File: src/design/assert_macros.svh
// Assertion macros used by the parser's top-level RTL file.
`ifndef ASSERT_MACROS_SVH
`define ASSERT_MACROS_SVH
`ifndef SYNTHESIS
// Checked on every rising edge of clk_i, suspended while rst_ni is low.
`define IHEX_ASSERT(label, prop, msg) \
  label: assert property (@(posedge clk_i) disable iff (!rst_ni) prop) else $error(msg);
// Checked on every rising edge of clk_i, reset included.
`define IHEX_ASSERT_ALWAYS(label, prop, msg) \
  label: assert property (@(posedge clk_i) prop) else $error(msg);
`else
`define IHEX_ASSERT(label, prop, msg)
`define IHEX_ASSERT_ALWAYS(label, prop, msg)
`endif
`endif

File: src/design/ihex_pkg.sv
// Types, constants and the hex digit decoder of the hex record parser.
`default_nettype none
package ihex_pkg;

  localparam int unsigned CharW  = 8;
  localparam int unsigned AddrW  = 17;
  localparam int unsigned PosW   = 10;
  localparam int unsigned CfgIdxW = 1;

  localparam logic [PosW-1:0]  POS_MAX       = 10'd1023;
  localparam logic [AddrW-1:0] LOWER_RESET   = 17'h00400;
  localparam logic [AddrW-1:0] UPPER_RESET   = 17'h08000;

  localparam logic [CharW-1:0] CHAR_NEWLINE  = 8'd10;
  localparam logic [CharW-1:0] CHAR_COLON    = 8'h3A;
  localparam logic [CharW-1:0] CHAR_ZERO     = 8'h30;
  localparam logic [CharW-1:0] CHAR_ONE      = 8'h31;
  localparam logic [CharW-1:0] CHAR_FOUR     = 8'h34;

  // Register indexes of the configuration port.
  localparam logic [CfgIdxW-1:0] REG_LOWER_BOUND = 1'b0;
  localparam logic [CfgIdxW-1:0] REG_UPPER_BOUND = 1'b1;

  typedef enum logic [1:0] {
    KIND_ACCEPT = 2'd0,
    KIND_REJECT = 2'd1,
    KIND_EOF    = 2'd2
  } kind_e;

  typedef enum logic [1:0] {
    REC_IGNORED  = 2'd0,
    REC_DATA     = 2'd1,
    REC_EXTENDED = 2'd2,
    REC_EOF      = 2'd3
  } rec_type_e;

  typedef struct packed {
    kind_e            kind;
    logic [AddrW-1:0] address;
    logic [7:0]       data;
    logic             bounds_error_seen;
    logic             extended_seen;
  } ihex_result_t;

  // Any character that is not a hex digit decodes as zero.
  function automatic logic [3:0] hex_value(input logic [CharW-1:0] c);
    logic [3:0] v;
    v = 4'd0;
    if (c >= 8'h30 && c <= 8'h39) begin
      v = c[3:0];
    end else if ((c >= 8'h41 && c <= 8'h46) || (c >= 8'h61 && c <= 8'h66)) begin
      v = c[3:0] + 4'd9;
    end
    return v;
  endfunction

endpackage
`default_nettype wire

File: src/design/ihex_parse.sv
// Record parser: line state and the decode of one character into at most one result.
`default_nettype none
module ihex_parse (
  input  wire logic                       clk_i,
  input  wire logic                       rst_ni,
  input  wire logic                       fire_i,
  input  wire logic [ihex_pkg::CharW-1:0] char_i,
  input  wire logic [ihex_pkg::AddrW-1:0] lower_bound_i,
  input  wire logic [ihex_pkg::AddrW-1:0] upper_bound_i,
  output logic                            produced_o,
  output ihex_pkg::ihex_result_t          result_o
);
  import ihex_pkg::*;

  logic [PosW-1:0]  pos_q, pos_d;
  logic             rec_line_q, rec_line_d;
  logic [7:0]       byte_count_q, byte_count_d;
  logic [15:0]      load_addr_q, load_addr_d;
  logic [CharW-1:0] first_type_q, first_type_d;
  rec_type_e        rec_type_q, rec_type_d;
  logic [3:0]       nibble_q, nibble_d;
  logic             ext_q, ext_d;
  logic             bounds_q, bounds_d;
  logic             finished_q, finished_d;

  logic [3:0]       nib;
  logic [PosW-1:0]  pos_off;
  logic [8:0]       byte_idx;
  logic [AddrW-1:0] byte_addr;
  logic             in_bounds;

  assign nib       = hex_value(char_i);
  assign pos_off   = pos_q - 10'd10;
  assign byte_idx  = pos_off[PosW-1:1];
  assign byte_addr = {1'b0, load_addr_q} + {8'd0, byte_idx};
  assign in_bounds = (byte_addr >= lower_bound_i) && (byte_addr < upper_bound_i);

  always_comb begin
    pos_d        = pos_q;
    rec_line_d   = rec_line_q;
    byte_count_d = byte_count_q;
    load_addr_d  = load_addr_q;
    first_type_d = first_type_q;
    rec_type_d   = rec_type_q;
    nibble_d     = nibble_q;
    ext_d        = ext_q;
    bounds_d     = bounds_q;
    finished_d   = finished_q;
    produced_o   = 1'b0;
    result_o     = '0;

    if (!finished_q) begin
      if (char_i == CHAR_NEWLINE) begin
        pos_d      = '0;
        rec_line_d = 1'b0;
        rec_type_d = REC_IGNORED;
      end else begin
        pos_d = (pos_q != POS_MAX) ? pos_q + 10'd1 : POS_MAX;
        if (pos_q == 10'd0) begin
          rec_line_d   = (char_i == CHAR_COLON);
          byte_count_d = '0;
          load_addr_d  = '0;
          rec_type_d   = REC_IGNORED;
        end else if (rec_line_q) begin
          priority if (pos_q == 10'd1) begin
            nibble_d = nib;
          end else if (pos_q == 10'd2) begin
            byte_count_d = {nibble_q, nib};
          end else if (pos_q <= 10'd6) begin
            load_addr_d = {load_addr_q[11:0], nib};
          end else if (pos_q == 10'd7) begin
            first_type_d = char_i;
          end else if (pos_q == 10'd8) begin
            rec_type_d = REC_IGNORED;
            if (first_type_q == CHAR_ZERO && char_i == CHAR_ZERO) begin
              if (!ext_q) rec_type_d = REC_DATA;
            end else if (first_type_q == CHAR_ZERO && char_i == CHAR_FOUR) begin
              rec_type_d = REC_EXTENDED;
              ext_d      = 1'b1;
            end else if (first_type_q == CHAR_ZERO && char_i == CHAR_ONE) begin
              rec_type_d                 = REC_EOF;
              finished_d                 = 1'b1;
              produced_o                 = 1'b1;
              result_o.kind              = KIND_EOF;
              result_o.bounds_error_seen = bounds_q;
              result_o.extended_seen     = ext_q;
            end
          end else if (pos_q[0]) begin
            nibble_d = nib;
          end else begin
            if (rec_type_q == REC_DATA && byte_idx < {1'b0, byte_count_q}) begin
              if (!in_bounds) bounds_d = 1'b1;
              produced_o                 = 1'b1;
              result_o.kind              = in_bounds ? KIND_ACCEPT : KIND_REJECT;
              result_o.address           = byte_addr;
              result_o.data              = {nibble_q, nib};
              result_o.bounds_error_seen = bounds_q | ~in_bounds;
              result_o.extended_seen     = ext_q;
            end
          end
        end
      end
    end
  end

  always_ff @(posedge clk_i or negedge rst_ni) begin
    if (!rst_ni) begin
      pos_q        <= '0;
      rec_line_q   <= 1'b0;
      byte_count_q <= '0;
      load_addr_q  <= '0;
      first_type_q <= '0;
      rec_type_q   <= REC_IGNORED;
      nibble_q     <= '0;
      ext_q        <= 1'b0;
      bounds_q     <= 1'b0;
      finished_q   <= 1'b0;
    end else if (fire_i) begin
      pos_q        <= pos_d;
      rec_line_q   <= rec_line_d;
      byte_count_q <= byte_count_d;
      load_addr_q  <= load_addr_d;
      first_type_q <= first_type_d;
      rec_type_q   <= rec_type_d;
      nibble_q     <= nibble_d;
      ext_q        <= ext_d;
      bounds_q     <= bounds_d;
      finished_q   <= finished_d;
    end
  end

endmodule
`default_nettype wire

File: src/design/ihex_out_buf.sv
// Result register with one skid entry behind it.
`default_nettype none
module ihex_out_buf (
  input  wire logic                   clk_i,
  input  wire logic                   rst_ni,
  input  wire logic                   push_i,
  input  wire ihex_pkg::ihex_result_t push_data_i,
  output logic                        full_o,
  output logic                        out_valid_o,
  input  wire logic                   out_stall_i,
  output ihex_pkg::ihex_result_t      out_data_o
);
  import ihex_pkg::*;

  logic         out_valid_q, skid_valid_q;
  ihex_result_t out_q, skid_q;
  logic         pop;

  assign pop         = out_valid_q && !out_stall_i;
  assign full_o      = skid_valid_q;
  assign out_valid_o = out_valid_q;
  assign out_data_o  = out_q;

  // A push is only offered while the skid entry is free.
  always_ff @(posedge clk_i or negedge rst_ni) begin
    if (!rst_ni) begin
      out_valid_q  <= 1'b0;
      skid_valid_q <= 1'b0;
    end else if (skid_valid_q) begin
      if (pop) begin
        skid_valid_q <= 1'b0;
      end
    end else if (push_i) begin
      if (!out_valid_q || pop) begin
        out_valid_q <= 1'b1;
      end else begin
        skid_valid_q <= 1'b1;
      end
    end else if (pop) begin
      out_valid_q <= 1'b0;
    end
  end

  always_ff @(posedge clk_i) begin
    if (skid_valid_q) begin
      if (pop) out_q <= skid_q;
    end else if (push_i) begin
      if (!out_valid_q || pop) begin
        out_q <= push_data_i;
      end else begin
        skid_q <= push_data_i;
      end
    end
  end

endmodule
`default_nettype wire

File: src/design/intel_hex_record_parser.sv
// Top level of the hex record parser: input register, bound registers, parser, result buffer.
//
//  channel | direction | handshake               | payload
//  --------+-----------+-------------------------+------------------------------------------
//  in      | in        | in_valid_i / in_stall_o | in_character_i
//  out     | out       | out_valid_o/out_stall_i | out_kind_o, out_address_o, out_data_o,
//          |           |                         | out_bounds_error_seen_o, out_extended_seen_o
//  cfg     | in        | cfg_we_i                | cfg_index_i, cfg_data_i
//
// One character item is taken per cycle while in_stall_o is low. An accepted character is
// held in the input register, decoded against the line state and, if it ends a data byte or
// an end-of-file record, its result goes to the output register, or to the skid entry.
// Reset clears the line state and the sticky flags and loads the bounds with 1024 and 32768.
// A stalled output first fills the skid entry; only then is the input stalled.
`default_nettype none
module intel_hex_record_parser (
  input  wire logic                       clk_i,
  input  wire logic                       rst_ni,
  input  wire logic                       in_valid_i,
  output logic                            in_stall_o,
  input  wire logic [ihex_pkg::CharW-1:0] in_character_i,
  output logic                            out_valid_o,
  input  wire logic                       out_stall_i,
  output logic [1:0]                      out_kind_o,
  output logic [ihex_pkg::AddrW-1:0]      out_address_o,
  output logic [7:0]                      out_data_o,
  output logic                            out_bounds_error_seen_o,
  output logic                            out_extended_seen_o,
  input  wire logic                       cfg_we_i,
  input  wire logic [ihex_pkg::CfgIdxW-1:0] cfg_index_i,
  input  wire logic [ihex_pkg::AddrW-1:0] cfg_data_i
);
  import ihex_pkg::*;
  `include "assert_macros.svh"

  logic             in_valid_q;
  logic [CharW-1:0] in_char_q;
  logic [AddrW-1:0] lower_q, upper_q;
  logic             buf_full, fire, produced;
  ihex_result_t     result, out_res;

  // The held character is decoded whenever the result buffer has room for its result.
  assign fire       = in_valid_q && !buf_full;
  assign in_stall_o = in_valid_q && buf_full;

  always_ff @(posedge clk_i or negedge rst_ni) begin
    if (!rst_ni) begin
      in_valid_q <= 1'b0;
    end else if (!in_stall_o) begin
      in_valid_q <= in_valid_i;
    end
  end

  always_ff @(posedge clk_i) begin
    if (in_valid_i && !in_stall_o) in_char_q <= in_character_i;
  end

  // Bound registers; the user sees they are written only while no item is in flight; no check.
  always_ff @(posedge clk_i or negedge rst_ni) begin
    if (!rst_ni) begin
      lower_q <= LOWER_RESET;
      upper_q <= UPPER_RESET;
    end else if (cfg_we_i) begin
      unique case (cfg_index_i)
        REG_LOWER_BOUND: lower_q <= cfg_data_i;
        REG_UPPER_BOUND: upper_q <= cfg_data_i;
        default:         ;
      endcase
    end
  end

  ihex_parse u_parse (
    .clk_i         (clk_i),
    .rst_ni        (rst_ni),
    .fire_i        (fire),
    .char_i        (in_char_q),
    .lower_bound_i (lower_q),
    .upper_bound_i (upper_q),
    .produced_o    (produced),
    .result_o      (result)
  );

  ihex_out_buf u_out_buf (
    .clk_i       (clk_i),
    .rst_ni      (rst_ni),
    .push_i      (fire && produced),
    .push_data_i (result),
    .full_o      (buf_full),
    .out_valid_o (out_valid_o),
    .out_stall_i (out_stall_i),
    .out_data_o  (out_res)
  );

  assign out_kind_o              = out_res.kind;
  assign out_address_o           = out_res.address;
  assign out_data_o              = out_res.data;
  assign out_bounds_error_seen_o = out_res.bounds_error_seen;
  assign out_extended_seen_o     = out_res.extended_seen;

  // Only the three result kinds ever leave the block.
  `IHEX_ASSERT(a_kind_legal, out_valid_o |-> (out_kind_o != 2'd3), "illegal result kind")
  // The end-of-file result is the last one: nothing follows once it has been taken.
  `IHEX_ASSERT(a_eof_last, (out_valid_o && !out_stall_i && out_kind_o == KIND_EOF) |=> !out_valid_o, "result after end of file")
  // The bounds error flag never falls between consecutive results.
  `IHEX_ASSERT(a_bounds_sticky, (out_valid_o && !out_stall_i && out_bounds_error_seen_o) |=> (!out_valid_o || out_bounds_error_seen_o), "bounds error flag dropped")

endmodule
`default_nettype wire

File: config.mk
export PLATFORM = sky130hd
export DESIGN_NAME = intel_hex_record_parser
export DESIGN_NICKNAME = d
export VERILOG_FILES = /design/src/design/ihex_pkg.sv /design/src/design/ihex_parse.sv /design/src/design/ihex_out_buf.sv /design/src/design/intel_hex_record_parser.sv
export VERILOG_INCLUDE_DIRS = /design/src /design/src/design
export SDC_FILE = /design/constraint.sdc
export NUM_CORES = 1
export LEC_CHECK = 0
export BUFFER_PORTS_ARGS = -buffer_cell sky130_fd_sc_hd__buf_2
export CAP_MARGIN = 10
export CORE_MARGIN = 3
export CORE_UTILIZATION = 39
export DETAILED_ROUTE_END_ITERATION = 10
export GPL_TIMING_DRIVEN = 0
export PLACE_DENSITY = 0.56
export SLEW_MARGIN = 20
export SYNTH_ARGS = -nofsm -noshare
export SYNTH_HDL_FRONTEND = slang
export SYNTH_HIERARCHICAL = 1
export SYNTH_SLANG_ARGS = --single-unit
File: constraint.sdc
create_clock -name clk_i -period 5.9 [get_ports clk_i]
set_input_delay 0 -clock clk_i [delete_from_list [all_inputs] [get_ports clk_i]]
set_output_delay 0 -clock clk_i [all_outputs]
set_load 0.005 [all_outputs]
==> run_results.csv <==
group,metric,value,unit
critical_path,arrival,5.63,ns
worst_hold_path,hold_end,"upper_q[0]",
sta,relSlewSlack,46.7,%
critical_path,r2r-start,"u_parse/pos_q[2]",
clock_network,cts-buffers-inserted,17,
synthesis,synthXorXnorAreaFrac,1.54,%
synthesis,synthSimpleGateAreaFrac,11.9,%
floorplan,rows,53,
cells_and_area,final_cell_mix,"86 x dfrtp_1, 80 x inv_1, 68 x buf_2",
cells_and_area,seqCellArea,4210,um2
detailed_routing,finalWirelength,18.3,mm
worst_hold_path,hold_path_startpoint,"cfg_we_i",
clock_network,root_buffer,"clkbuf_16",
cells_and_area,num_antenna_cells,0,
synthesis,synth_top_flop_cell,"dfrtp_1",
cells_and_area,nFillCells,1947,
floorplan,start_util,40.1,%
sta,setup_ws,0.436,ns
sta,period_minus_slack,5.46,ns
critical_path,critPathKind,"register to register",
critical_path,cp-start-kind,"register",
detailed_routing,ant_nets,0,
floorplan,fp.dieW,154,um
flow_run,drv_cap,0,
grt,grt_max_degree,71,
cells_and_area,fin_cells,1146,
critical_path,reg2reg_to,"u_out_buf/out_data_o[1]",
sta,hold_viol,0,
synthesis,synth-compound-area-share,9.91,%
pwr,power_leakage,4.49,nW
placement,dp_cells,1081,
critical_path,end_kind,"register",
placement,port_buffers,61,
pwr,ir_drop,0.228,mV
clock_network,clkTransAtPathRegs,0.07,ns
cells_and_area,layout_commonest_cell,"dfrtp_1",
synthesis,yosys.area_share.adder,9.20,%
sta,worstMarginPinSlew,0.798,ns
synthesis,seq_area_frac_synth,49.4,%
clock_network,cts_max_level,4,
synthesis,synth_cell_types,72,
worst_hold_path,holdPathStages,3,
cells_and_area,drive_above_1_share,25.4,%
synthesis,synth-edff-count,66,
placement,dp_hpwl,13.8,mm
detailed_routing,routed_via_density,5.09,
sta,final.period_utilization,92.6,%
floorplan,die_area,23700,um2
grt,antenna_found_initial,0,
synthesis,synth.cell_area,8520,um2
sta,setup_viol,0,
sta,max_freq,183,MHz
placement,dp_slack,-0.308,ns
sta,rsz0062_at_grt,"false",
pwr,power_density,406,nW/um2
clock_network,clockBufferDepth,2,
worst_hold_path,hp-class,"input pin to register",
clock_network,cts_sinks,155,
synthesis,synth.area.mux_share,12.4,%
grt,grt_pass1_wl,29.8,mm
sta,drv_slew,0,
sta,setup_tns,0,ns
floorplan,core_area,21200,um2
run_status,status,"completed",
synthesis,synth_top_family_by_area,"multiplexers",
detailed_routing,wl_per_cell,15.9,um
clock_network,worstSkewPairLatency,0.42,ns
critical_path,path_max_fanout,8,
synthesis,synthArstFlopShare,57.4,%
detailed_routing,via_count,5835,
floorplan,ios,62,
synthesis,synth-seq-cells,155,
critical_path,r2r_setup_slack,0.44,ns
cells_and_area,area_growth,19.7,%
sta,fin_skew,0.00833,ns
critical_path,reg2reg_depth,22,
cells_and_area,fin_nets,951,
cells_and_area,multi_input_area,3860,um2
placement,place_congestion,0.798,
grt,overflow,0,
floorplan,fp.dieH,154,um
synthesis,syn-num-nets,835,
grt,grt_usage,15.7,%
synthesis,avgSynthCellArea,11.5,um2
detailed_routing,drc,0,
critical_path,worst_ep_required_time,6.07,ns
synthesis,syn_inst,742,
synthesis,yosys_warnings,6,
grt,grt_pass1_vias,5726,
detailed_routing,drtIter0Drc,263,
clock_network,cts_tree,"built",
detailed_routing,dr.pass1.iters,5,
flip-flops by register name, indices dropped and copies added (netlist names):
register / cells
in_char_q: 8
in_valid_q: 1
lower_q: 17
u_out_buf/full_o: 1
u_out_buf/out_data_o: 29
u_out_buf/out_valid_o: 1
u_out_buf/skid_q: 29
u_parse/bounds_q: 1
u_parse/byte_count_q: 8
u_parse/ext_q: 1
u_parse/finished_q: 1
u_parse/first_type_q: 8
u_parse/load_addr_q: 16
u_parse/nibble_q: 4
u_parse/pos_q: 10
u_parse/rec_line_q: 1
u_parse/rec_type_q: 2
upper_q: 17
synth_stat cells, types with 4 or more instances:
cell	number	area [um2]
and4_1	7	61.3
nor2_1	40	150
a22o_1	5	43.8
or3_1	4	25.0
nand2_1	50	188
dfrtp_1	87	2180
o31ai_1	5	37.5
edfxtp_1	66	1980
a211oi_1	4	30.0
xor2_1	6	52.6
buf_4	4	30.0
a31oi_1	4	25.0
mux2_4	27	405
o21a_1	5	37.5
nand3_1	20	100
inv_1	80	300
o21ai_0	37	185
a21o_1	8	60.1
clkbuf_1	4	15.0
a21oi_1	37	185
xnor2_1	9	78.8
o211ai_1	4	30.0
mux2i_1	8	80.1
ha_1	61	763
nor3_1	18	90.1
nand4_1	8	50.1
buf_2	7	35.0
nor2b_1	10	62.6
mux2_2	51	574
nand2b_1	4	25.0
nor4_1	5	31.3
final cells by class:
class | instances | area share, %
inverter | 80 | 2.94
buffer | 22 | 1.71
clock buffer | 18 | 4.31
tap | 275 | 3.37
timing repair buffer | 97 | 6.96
multi-input combinational | 485 | 37.8
clock inverter | 14 | 1.57
sequential | 155 | 41.3
stage by stage:
step                      power (mW)  cell area, um2  utilization, %  hold slack [ns]
after global routing            4.45           10200            48.1            0.101
after floorplan                 2.53            8520               -           -0.296
after CTS                       4.14           10200            48.0           0.0736
after detailed placement        2.99            9280            43.7           -0.129
after global placement          2.97            9170            43.2            0.176
final                           4.14           10200            48.1           0.0726
layer usage:
metal / vias up / routed length (um) / global-route usage, %
li1: 2897 / - / -
met1: 2804 / 9170 / 22.8
met2: 119 / 8220 / 24.2
met5: - / 0 / 0
met4: 0 / 244 / 4.88
met3: 15 / 641 / 2.67
logic make-up after synthesis:
kind of cell	count (synthesis)
flops	155
buf+inv	102
simple gates	190
xor+xnor	15
fa+ha+maj	62
compound gates	132
mux	86
power breakdown:
part / total, mW / internal (mW) / switching [mW]
sequential: 1.30 / 1.22 / 0.0753
clock: 1.11 / 0.645 / 0.469
combinational: 1.73 / 0.697 / 1.04
worst max path at each step:
stage | start | endpoint | slack (ns) | cells after the start
2_1_floorplan | u_parse/pos_q[2] | u_out_buf/out_data_o[0] | 0.38 | 16
3_3_place_gp | u_parse/pos_q[1] | u_out_buf/out_data_o[22] | -0.91 | 15
3_5_place_dp | u_parse/pos_q[2] | u_out_buf/out_data_o[1] | -0.31 | 20
4_1_cts | u_parse/pos_q[2] | u_out_buf/out_data_o[1] | 0.19 | 21
5_1_grt | u_parse/pos_q[2] | u_out_buf/out_data_o[1] | 0.03 | 22
6_report | u_parse/pos_q[2] | u_out_buf/out_data_o[1] | 0.44 | 22
critical path: stages (launching register included):
cell and delay, ns:
dfrtp_1 0.34, buf_2 0.22, inv_1 0.14, ha_1 0.24, nor2b_1 0.20, nor4_1 0.08
xor2_1 0.16, buf_4 0.16, ha_1 0.34, a2111oi_1 0.38, o21ai_1 0.17, a221oi_2 0.25
buf_4 0.19, or3_1 0.13, nand2_1 0.08, ha_1 0.31, nand4_1 0.12, nor3_1 0.11
o311a_1 0.17, or4b_2 0.70, o211ai_1 0.27, a22oi_1 0.16, mux2_4 0.29
timing repair:
action | in CTS | in global routing
endpoints found under the hold margin | 132 | 0
pin swaps | 1 | 2
hold buffers | 29 | 0
setup endpoints to repair | 3 | 2
setup buffers | 1 | 3
gates resized for setup | 1 | 3
Power figures use the tool's default switching activity.
